--- config.mk ---
export PLATFORM = sky130hd
export DESIGN_NAME = audio_level_meter_ballistics_core
export DESIGN_NICKNAME = d
export VERILOG_FILES = /design/src/rtl/alm_pkg.sv /design/src/rtl/alm_update.sv /design/src/rtl/audio_level_meter_ballistics_core.sv
export SDC_FILE = /design/constraint.sdc
export NUM_CORES = 1
export LEC_CHECK = 0
export ABC_CLOCK_PERIOD_IN_PS = 5500
export BUFFER_PORTS_ARGS = -buffer_cell sky130_fd_sc_hd__buf_2
export CAP_MARGIN = 10
export CORE_UTILIZATION = 35
export CTS_BUF_LIST = sky130_fd_sc_hd__clkbuf_4 sky130_fd_sc_hd__clkbuf_8 sky130_fd_sc_hd__clkbuf_16
export DETAILED_ROUTE_END_ITERATION = 8
export HOLD_SLACK_MARGIN = 0.15
export SLEW_MARGIN = 5
export SYNTH_ARGS = -nofsm -noshare
export SYNTH_HDL_FRONTEND = slang
export SYNTH_SLANG_ARGS = --single-unit
--- constraint.sdc ---
create_clock -name clk -period 5.5 [get_ports clk]
set_input_delay 0.275 -clock clk [delete_from_list [all_inputs] [get_ports clk]]
set_output_delay 0.275 -clock clk [all_outputs]
set_load 0.01 [all_outputs]
--- src/rtl/alm_pkg.sv ---
package alm_pkg;

  // Fixed field widths
  localparam int INDEX_W  = 3;
  localparam int PEAK_W   = 8;
  localparam int LEVEL_W  = 8;
  localparam int NEEDLE_W = 7;
  localparam int SEG_W    = 5;

  localparam int NUM_METERS_DEFAULT = 8;

  // Ballistics constants
  localparam logic [NEEDLE_W-1:0] NEEDLE_MAX     = 7'd118;
  localparam logic [LEVEL_W-1:0]  DEADBAND       = 8'd8;
  localparam logic [3:0]          STEP_TOP       = 4'd10;
  localparam logic [SEG_W-1:0]    HOLD_RELOAD    = 5'd30;
  localparam logic [LEVEL_W-1:0]  BAR_LEVEL_CAP  = 8'd128;
  localparam logic [SEG_W-1:0]    BAR_TOP_SEG    = 5'd16;
  localparam logic [SEG_W-1:0]    OVER_RANGE_SEG = 5'd14;

  // Configuration register indexes
  typedef enum logic [0:0] {
    CFG_NEEDLE_ENABLE = 1'b0,
    CFG_BAR_ENABLE    = 1'b1
  } cfg_idx_t;

  // Per-meter state word, one memory entry
  typedef struct packed {
    logic [NEEDLE_W-1:0] needle;
    logic [SEG_W-1:0]    bar;
    logic [SEG_W-1:0]    peak;
    logic [SEG_W-1:0]    running_peak;
    logic [SEG_W-1:0]    countdown;
  } meter_state_t;

  typedef struct packed {
    logic needle_enable;
    logic bar_enable;
  } meter_ctrl_t;

  // Needle step by distance/8, capped index
  function automatic logic [1:0] needle_step_size(input logic [3:0] idx);
    logic [1:0] step;
    case (idx)
      4'd0:                   step = 2'd0;
      4'd1, 4'd2, 4'd3:       step = 2'd1;
      4'd4, 4'd5, 4'd6,
      4'd7, 4'd8:             step = 2'd2;
      default:                step = 2'd3;
    endcase
    return step;
  endfunction

endpackage

--- src/rtl/alm_update.sv ---
module alm_update (
  input  alm_pkg::meter_ctrl_t                 ctrl,
  input  logic [alm_pkg::LEVEL_W-1:0]          level,
  input  alm_pkg::meter_state_t                cur,
  output alm_pkg::meter_state_t                upd
);

  logic                          up;
  logic [alm_pkg::LEVEL_W-1:0]   pos_ext;
  logic [alm_pkg::LEVEL_W-1:0]   distance;
  logic [4:0]                    dist_idx;
  logic [3:0]                    step_idx;
  logic [1:0]                    step;
  logic [alm_pkg::LEVEL_W-1:0]   pos_up;
  logic [alm_pkg::NEEDLE_W-1:0]  needle_new;

  logic [alm_pkg::SEG_W-1:0]     target;
  logic [alm_pkg::SEG_W-1:0]     bar_n;
  logic [alm_pkg::SEG_W-1:0]     peak_n;
  logic [alm_pkg::SEG_W-1:0]     run_n;
  logic [alm_pkg::SEG_W-1:0]     cd_n;

  // Needle: step towards level outside the deadband, clamp to range
  assign pos_ext  = {1'b0, cur.needle};
  assign up       = level > pos_ext;
  assign distance = up ? (level - pos_ext) : (pos_ext - level);
  assign dist_idx = (distance > alm_pkg::DEADBAND) ? distance[7:3] : 5'd0;
  assign step_idx = (dist_idx > {1'b0, alm_pkg::STEP_TOP}) ? alm_pkg::STEP_TOP
                                                            : dist_idx[3:0];
  assign step     = alm_pkg::needle_step_size(step_idx);
  assign pos_up   = pos_ext + {6'd0, step};

  always_comb begin
    if (up) begin
      needle_new = (pos_up > {1'b0, alm_pkg::NEEDLE_MAX}) ? alm_pkg::NEEDLE_MAX
                                                          : pos_up[6:0];
    end else begin
      needle_new = (cur.needle < {5'd0, step}) ? '0 : (cur.needle - {5'd0, step});
    end
  end

  // Bar target in segments, 0..16
  assign target = (level >= alm_pkg::BAR_LEVEL_CAP) ? alm_pkg::BAR_TOP_SEG
                                                    : {1'b0, level[6:3]};

  always_comb begin
    if (cur.countdown == '0) begin
      cd_n   = alm_pkg::HOLD_RELOAD;
      peak_n = cur.running_peak;
      run_n  = '0;
    end else begin
      cd_n   = cur.countdown - 5'd1;
      peak_n = cur.peak;
      run_n  = (cur.bar > cur.running_peak) ? cur.bar : cur.running_peak;
    end
    bar_n = cur.bar;
    if (target > cur.bar) begin
      bar_n = target;
      if (peak_n < target) peak_n = target;
    end else if (target < cur.bar) begin
      bar_n = cur.bar - 5'd1;
    end
  end

  always_comb begin
    upd = cur;
    if (ctrl.needle_enable) upd.needle = needle_new;
    if (ctrl.bar_enable) begin
      upd.bar          = bar_n;
      upd.peak         = peak_n;
      upd.running_peak = run_n;
      upd.countdown    = cd_n;
    end
  end

endmodule

--- src/rtl/audio_level_meter_ballistics_core.sv ---
// Level meter ballistics: VU needle plus segment bar with peak hold, one state
// set per meter, held in a single state memory.
// Request channel (req_valid/req_ready): meter_index, high_peak, low_peak.
// Result channel (rsp_valid/rsp_ready): meter_echo, needle_position,
//   bar_segments, peak_segment, peak_over_range; exactly one per request.
// Config: cfg_write with cfg_index 0 = needle enable, 1 = bar/peak enable.
//   Write only while no request is in flight.
// Result path: the edge that takes the request registers the memory read;
//   the update then loads the result register once that register is free,
//   and rsp_valid rises with it.
// Throughput: one request per cycle unless a result stalls, any meter order; a request for the meter
//   just updated takes the written-back word from a forwarding register.
//   The rate is set by the single read-modify-write pass through the memory.
// Reset: all meters read as zero state (per-entry valid flags cleared), both
//   enables set, no result pending. No clearing pass is needed.
// Stall: while a result waits unaccepted the update stage holds; req_ready
//   stays high as long as the update stage is empty or can move on.
// A meter index at or above NUM_METERS leaves state untouched and returns
//   zero fields with the index echoed.
module audio_level_meter_ballistics_core #(
  parameter int NUM_METERS = alm_pkg::NUM_METERS_DEFAULT
) (
  input  logic                           clk,
  input  logic                           rst,
  // request
  input  logic                           req_valid,
  output logic                           req_ready,
  input  logic [alm_pkg::INDEX_W-1:0]    meter_index,
  input  logic signed [alm_pkg::PEAK_W-1:0] high_peak,
  input  logic signed [alm_pkg::PEAK_W-1:0] low_peak,
  // result
  output logic                           rsp_valid,
  input  logic                           rsp_ready,
  output logic [alm_pkg::INDEX_W-1:0]    meter_echo,
  output logic [alm_pkg::NEEDLE_W-1:0]   needle_position,
  output logic [alm_pkg::SEG_W-1:0]      bar_segments,
  output logic [alm_pkg::SEG_W-1:0]      peak_segment,
  output logic                           peak_over_range,
  // configuration
  input  logic                           cfg_write,
  input  logic [0:0]                     cfg_index,
  input  logic [0:0]                     cfg_data
);

  localparam int AW = (NUM_METERS > 1) ? $clog2(NUM_METERS) : 1;

  // ---------------------------------------------------------------- config
  alm_pkg::meter_ctrl_t ctrl;

  always_ff @(posedge clk) begin
    if (rst) begin
      ctrl.needle_enable <= 1'b1;
      ctrl.bar_enable    <= 1'b1;
    end else if (cfg_write) begin
      unique case (alm_pkg::cfg_idx_t'(cfg_index))
        alm_pkg::CFG_NEEDLE_ENABLE: ctrl.needle_enable <= cfg_data[0];
        alm_pkg::CFG_BAR_ENABLE:    ctrl.bar_enable    <= cfg_data[0];
      endcase
    end
  end

  // ---------------------------------------------------------- request side
  logic                          req_take;
  logic [AW+alm_pkg::INDEX_W-1:0] req_addr_wide;
  logic [AW-1:0]                 req_addr;
  logic                          req_in_range;
  logic signed [alm_pkg::PEAK_W:0] hi_ext;
  logic signed [alm_pkg::PEAK_W:0] lo_neg;
  logic signed [alm_pkg::PEAK_W:0] big;

  assign req_take      = req_valid && req_ready;
  assign req_addr_wide = {{AW{1'b0}}, meter_index};
  assign req_addr      = req_addr_wide[AW-1:0];
  assign req_in_range  = int'(meter_index) < NUM_METERS;

  // level = max(high, -low), kept to 8 bits (a negative maximum wraps)
  assign hi_ext = {high_peak[alm_pkg::PEAK_W-1], high_peak};
  assign lo_neg = -{low_peak[alm_pkg::PEAK_W-1], low_peak};
  assign big    = (hi_ext > lo_neg) ? hi_ext : lo_neg;

  // ------------------------------------------------------- update stage
  logic                          s1_valid;
  logic                          s1_advance;
  logic [AW-1:0]                 s1_addr;
  logic [alm_pkg::INDEX_W-1:0]   s1_index;
  logic [alm_pkg::LEVEL_W-1:0]   s1_level;
  logic                          s1_in_range;
  logic                          s1_entry_valid;
  logic                          s1_fwd;
  alm_pkg::meter_state_t         s1_fwd_data;
  alm_pkg::meter_state_t         rd_data;
  alm_pkg::meter_state_t         cur_state;
  alm_pkg::meter_state_t         upd_state;
  logic                          wr_en;

  alm_pkg::meter_state_t         state_mem [NUM_METERS];
  logic [NUM_METERS-1:0]         entry_valid;

  assign s1_advance = s1_valid && (!rsp_valid || rsp_ready);
  assign req_ready  = !s1_valid || !rsp_valid || rsp_ready;
  assign wr_en      = s1_advance && s1_in_range;

  always_ff @(posedge clk) begin
    if (rst) begin
      s1_valid <= 1'b0;
    end else if (req_take) begin
      s1_valid <= 1'b1;
    end else if (s1_advance) begin
      s1_valid <= 1'b0;
    end
  end

  // Stage payload; the forwarding flag catches a write to the same meter
  // landing on the edge the memory is read.
  always_ff @(posedge clk) begin
    if (req_take) begin
      s1_addr        <= req_addr;
      s1_index       <= meter_index;
      s1_level       <= big[alm_pkg::LEVEL_W-1:0];
      s1_in_range    <= req_in_range;
      s1_entry_valid <= entry_valid[req_addr];
      s1_fwd         <= wr_en && (s1_addr == req_addr);
      s1_fwd_data    <= upd_state;
    end
  end

  // State memory: one read port, one write port, registered read data
  always_ff @(posedge clk) begin
    if (req_take) rd_data <= state_mem[req_addr];
    if (wr_en) state_mem[s1_addr] <= upd_state;
  end

  // Entries never written read as zero state
  always_ff @(posedge clk) begin
    if (rst) begin
      entry_valid <= '0;
    end else if (wr_en) begin
      entry_valid[s1_addr] <= 1'b1;
    end
  end

  always_comb begin
    priority if (s1_fwd) cur_state = s1_fwd_data;
    else if (s1_entry_valid) cur_state = rd_data;
    else cur_state = '0;
  end

  alm_update u_update (
    .ctrl  (ctrl),
    .level (s1_level),
    .cur   (cur_state),
    .upd   (upd_state)
  );

  // --------------------------------------------------------- result side
  always_ff @(posedge clk) begin
    if (rst) begin
      rsp_valid <= 1'b0;
    end else if (s1_advance) begin
      rsp_valid <= 1'b1;
    end else if (rsp_ready) begin
      rsp_valid <= 1'b0;
    end
  end

  always_ff @(posedge clk) begin
    if (s1_advance) begin
      meter_echo <= s1_index;
      if (s1_in_range) begin
        needle_position <= upd_state.needle;
        bar_segments    <= upd_state.bar;
        peak_segment    <= upd_state.peak;
        peak_over_range <= upd_state.peak > alm_pkg::OVER_RANGE_SEG;
      end else begin
        needle_position <= '0;
        bar_segments    <= '0;
        peak_segment    <= '0;
        peak_over_range <= 1'b0;
      end
    end
  end

endmodule

* Word-level counts from Yosys, hierarchy flattened
Memory sizes are Yosys's and may differ from the RTL's. A register that Yosys moved wholly into a read port is not among the register bits. Cells that the tools add are included.
Storage, ports and cells: bits in registers 73, memory bits (writable) 216, bits in read-only memories 32, input bits 26, output and inout port bits 23, logic and storage cells 90, memories kept 2
Memories:
- state_mem | words 8, width 27, read ports 1, clocked after memory_dff 1, write ports 1, RTL line audio_level_meter_ballistics_core.sv:96 | alm_pkg::meter_state_t state_mem [NUM_METERS];
- (name not given) | words 16, width 2, read ports 1, clocked after memory_dff 0, write ports 0, RTL line alm_pkg.sv:44 | case (idx)
Operators by class: $add $sub $neg 7, order comparisons 15, equal/unequal tests 1, multiplexer cells 30, bitwise operators 2, reductions and logical operators 14
Operator list (count):
- 27-bit 2-to-1 mux | 2
- 5-bit 2-to-1 mux | 10
- 7-bit 2-to-1 mux | 4
- 20-bit 2-to-1 mux | 1
- 8-bit 2-to-1 mux | 2
- 5-bit by 4-bit > comparator with 1-bit output, second input constant | 2
- 5-bit > comparator | 2
- 5-bit less-than comparator | 2
- 5-bit by 1-bit subtractor with 5-bit output, second input constant | 2
- 8-bit by 9-bit > comparator with 1-bit output | 1
- 9-bit negation | 1
- 7-bit by 2-bit adder with 8-bit output | 1
- 8-bit >= comparator, second input constant | 1
- 8-bit by 4-bit > comparator with 1-bit output, second input constant | 1
- 8-bit by 7-bit > comparator with 1-bit output | 1
- 8-bit by 7-bit > comparator with 1-bit output, second input constant | 1
- 3-bit by 4-bit less-than comparator with 1-bit output, second input constant | 2
- 1-bit 2-to-1 mux | 8
- 8-bit bitwise OR | 1
- 7-bit by 8-bit subtractor with 8-bit output | 1
- 8-bit by 7-bit subtractor with 8-bit output | 1
- 7-bit by 2-bit less-than comparator with 1-bit output | 1
- 7-bit by 2-bit subtractor with 7-bit output | 1
- 5-bit zero test | 1
- 11 further kinds | 19

* Longest topological paths before layout
An unclocked memory read counts as a cell.
depth in word-level cells 14, gate-level depth with buffers 31, depth with buffers taken out 26

* Hierarchy
From an unflattened synthesis, not the netlist that was laid out.
Second synthesis, totals: cells, all modules 880, area, all modules 14224.9 um^2
Modules (own cells, without submodules):
- audio_level_meter_ballistics_core | times used 1, cells an instance 552, area each 12009.0 um^2, seq. area each 9369.0 um^2
- alm_update | times used 1, cells an instance 328, area each 2215.9 um^2, seq. area each 0.0 um^2

* Worst setup path after synthesis
OpenSTA, ideal clock, no wires.
path type reg2reg, from register s1_fwd, to register needle_position[6] (netlist bit) (data pin), library setup time 0.259 ns, arrival time 5.522 ns, data required time 5.241 ns, path slack -0.281 ns, stages on the path, launching flop included 31, buffers on the path 5, clock period less this slack 5.781 ns, path through edfxtp_1 buf_4 nor2b_1 buf_6 clkbuf_1 clkbuf_1 a22oi_1 inv_1 ha_1 and3b_1 a31o_1 a221oi_2 o2bb2ai_2 clkbuf_1 nand2_1 o21ai_0 xnor2_1 o2111ai_1 a21oi_1 a31o_2 nand4_1 ha_1 ha_1 nor2_1 xnor2_1 and2_1 nand2_1 o21ai_0 nand2_1 o21a_1 a22oi_1
RTL lines:
- start, declared | RTL line audio_level_meter_ballistics_core.sv:89 | logic s1_fwd;
- start signal, assigned | RTL line audio_level_meter_ballistics_core.sv:122 | s1_fwd <= wr_en && (s1_addr == req_addr);
- end signal, assigned | RTL line audio_level_meter_ballistics_core.sv:170 | needle_position <= upd_state.needle;
- end, declared | RTL line audio_level_meter_ballistics_core.sv:35 | output logic [alm_pkg::NEEDLE_W-1:0] needle_position,

==> metrics.cfg <==
[clocking]
clock_sinks=316
clk_latency_ns=0.52
htreeDepth=2
clkSlewWorstSetupHoldPaths_ns=0.06
cts_buffers=34
cts_root_buffer=clkbuf_16
cts_tree=yes
cts_max_path_buffers=3

[cells_and_area]
nNetsFinal=1061
layout-drive-gt1-share_pct=27.2
antenna_cells=0
syn_to_final_growth_pct=17.6

[pwr]
p_int_mw=4.79
sw_frac_of_total_pct=26.3
p_per_area_nw_per_um2=393
p_comb_share_pct=19.0
p_switching_mw=1.71
p_clk_share_pct=34.1
p_leak_nw=5.82
seq_power_share_pct=46.9
peakVddDrop_v=0.000192

[floorplanning]
io_pins=49
num_rows=73
start_util_pct=35.5
dieHeight_um=202
die_x_um=202
fp.coreArea_sq_um=39600
dieArea_sq_um=41000

[grt]
grt_overflow=0
antenna_found_initial=0
grtUsageTotal_pct=15.6
grt_pass1_vias=8231
grt_max_degree=64
grt_first_pass_wirelength_mm=48.8

[synth]
syn_area_per_cell_sq_um=15.9
synthAdderAreaFrac_pct=3.93
synth.area.mux_share_pct=12.6
synth_common_cells=304 x edfxtp_1, 56 x mux4_2, 50 x nor2_1, 41 x ha_1, 41 x inv_1
synth-seq-cells=316
synth_cell_types=65
synth_area_leader_cell=edfxtp_1
synth_top_family_by_area=multiplexers
syn_nets=951
synth-compound-area-share_pct=7.52
ys_top_cells_by_area=edfxtp_1 65%, mux4_2 9.0%, ha_1 3.6%, mux2_2 2.3%, dfxtp_1 1.7%
synthesis.instances=882
ys.flop_type=edfxtp_1
synth_xor_area_share_pct=1.31
synth_edf_count=304
ys_async_sr_fraction_pct=0
netlist_area_sq_um=14100
synthSimpleGateAreaFrac_pct=5.71
synth.most_common_cell=edfxtp_1
ys_seq_area_share_pct=66.6
synth_top_cell_area_share_pct=64.9
ys_warn_count=0

[sta]
slew_viol_final=0
period_share_pct=96.8
setup_tns_ns=0
setup_viol=0
finalWorstSetupSlack_ns=0.176
slew_headroom_pct=19.3
hold_ws_ns=0.162
period_minus_slack_ns=5.32
fmax_mhz=188
worstMarginPinSlew_ns=1.20
hold_viol_final=0
fin_skew_ns=0.0243

[min_path]
hold_class=input pin to flop

[route]
post_drt_wl_per_cell_um=20.6
vias_per_cell=5.23
vias=8065
antenna_left=0
firstDrtPassIters=5
drtIter0Drc=654
drc_errors=0
wirelength_mm=31.8

[setup_path]
cpMaxStageDelayCell=edfxtp_1
cp_data_required_time_ns=5.85
worstPathArrival_ns=5.68
cpPeakStageDelay_ns=0.44
cp_top_family=compound AO/OA/AOI/OAI gates
end_kind=flop
path_buf_inv=2
cp_max_fo=11
worstSetupStartpointType=flop
crit_top_cell=nand2_1
path_class=flop to flop

[place]
io_buffers=48
place.gp.congestion=0.889
place_ws_ns=-0.0911
hpwl_mm=19.7

[status]
outcome=complete, no violations

[run]
maxCapViolCount=0

## worst register-to-register path, delay by kind of cell, from the launching register on
family	cells	cell delay, ns
fa+ha+maj	3	0.66
mux	1	0.27
compound gates	8	1.70
buf+inv	2	0.34
simple gates	10	1.57
flops	1	0.44
xor+xnor	1	0.18
## kinds of logic after synthesis
group | count (synthesis)
mux | 104
buf+inv | 79
compound gates | 154
xor+xnor | 21
fa+ha+maj | 43
simple gates | 165
flops | 316
## placed cells by master (no fill, tap or decap), types with 9 or more instances in the layout
master,synthesis,routed
clkbuf_16,0,34
xnor2_1,14,14
nor2b_1,13,12
clkinv_1,2,9
buf_4,1,50
mux2_2,29,29
mux4_2,56,56
a211oi_1,10,10
dlygate4sd3_1,0,9
o21ai_0,37,36
mux2i_1,19,18
nand2_1,37,37
a21oi_1,31,30
a22oi_1,24,23
edfxtp_1,304,304
inv_1,41,41
nor2_1,50,45
nor3_1,15,9
ha_1,41,40
buf_2,0,47
dfxtp_1,12,12
## sequential cells by signal (all words and copies together), names as in the netlist
signal,cells
rd_data,27
peak_segment,5
s1_entry_valid,1
rsp_valid,1
ctrl,2
state_mem,216
s1_index,3
needle_position,7
peak_over_range,1
bar_segments,5
meter_echo,3
s1_fwd_data,27
s1_level,8
s1_fwd,1
entry_valid,8
s1_valid,1
## per-stage QoR
stage / instance area (sq um) / std cells / utilization [%] / power (mW)
3_3_place_gp: 15200 / 1467 / 38.4 / 4.25
6_report: 16500 / 1542 / 41.7 / 6.50
2_1_floorplan: 14100 / 882 / - / 3.85
3_5_place_dp: 15200 / 1467 / 38.4 / 4.27
5_1_grt: 16500 / 1542 / 41.7 / 6.77
4_1_cts: 16400 / 1537 / 41.4 / 6.51
## metal layers
metal  up-vias  wire [um]  track usage, %
met5         -          0               0
met1      4138      13900            20.7
met3        54       1420            2.48
li1       3699          -               -
met4         0        684            4.56
met2       174      15800            26.2
## power groups by stage
stage          Sequential [mW]  Combinational [mW]  Clock (mW)
2_1_floorplan             3.08               0.770           0
3_3_place_gp              3.10                1.15           0
3_5_place_dp              3.10                1.17           0
5_1_grt                   3.06                1.36        2.35
4_1_cts                   3.05                1.19        2.27
6_report                  3.05                1.24        2.22
## path summary, 6_finish.rpt
| check | start | end | slack [ns] | cells past startpoint |
|---|---|---|---|---|
| min | high_peak[7] | s1_level[7] | 0.16 | 3 |
| max reg2reg | s1_entry_valid | state_mem[2][22] | 0.18 | 25 |
| min reg2reg | entry_valid[3] | entry_valid[3] | 0.47 | 2 |
| max | s1_entry_valid | state_mem[2][22] | 0.18 | 25 |
## final cells by class
class	count	area (sq um)
fillers	3625	23100
flip-flops and latches	316	9370
multi-input cells	488	4530
clock buffers	41	903
repair buffers	108	717
well taps	525	657
clock inverters	20	188
inverters	44	165
## what timing repair did
item / in CTS / in global routing
endpoints found under the setup margin: 45 / 70
endpoints found under the hold margin: 12 / 0
hold buffers: 9 / 0
resized for setup: 5 / 18
cloned: 0 / 1
pin swaps: 0 / 5
buffers inserted: 0 / 4
Power figures use the tool's default switching activity.
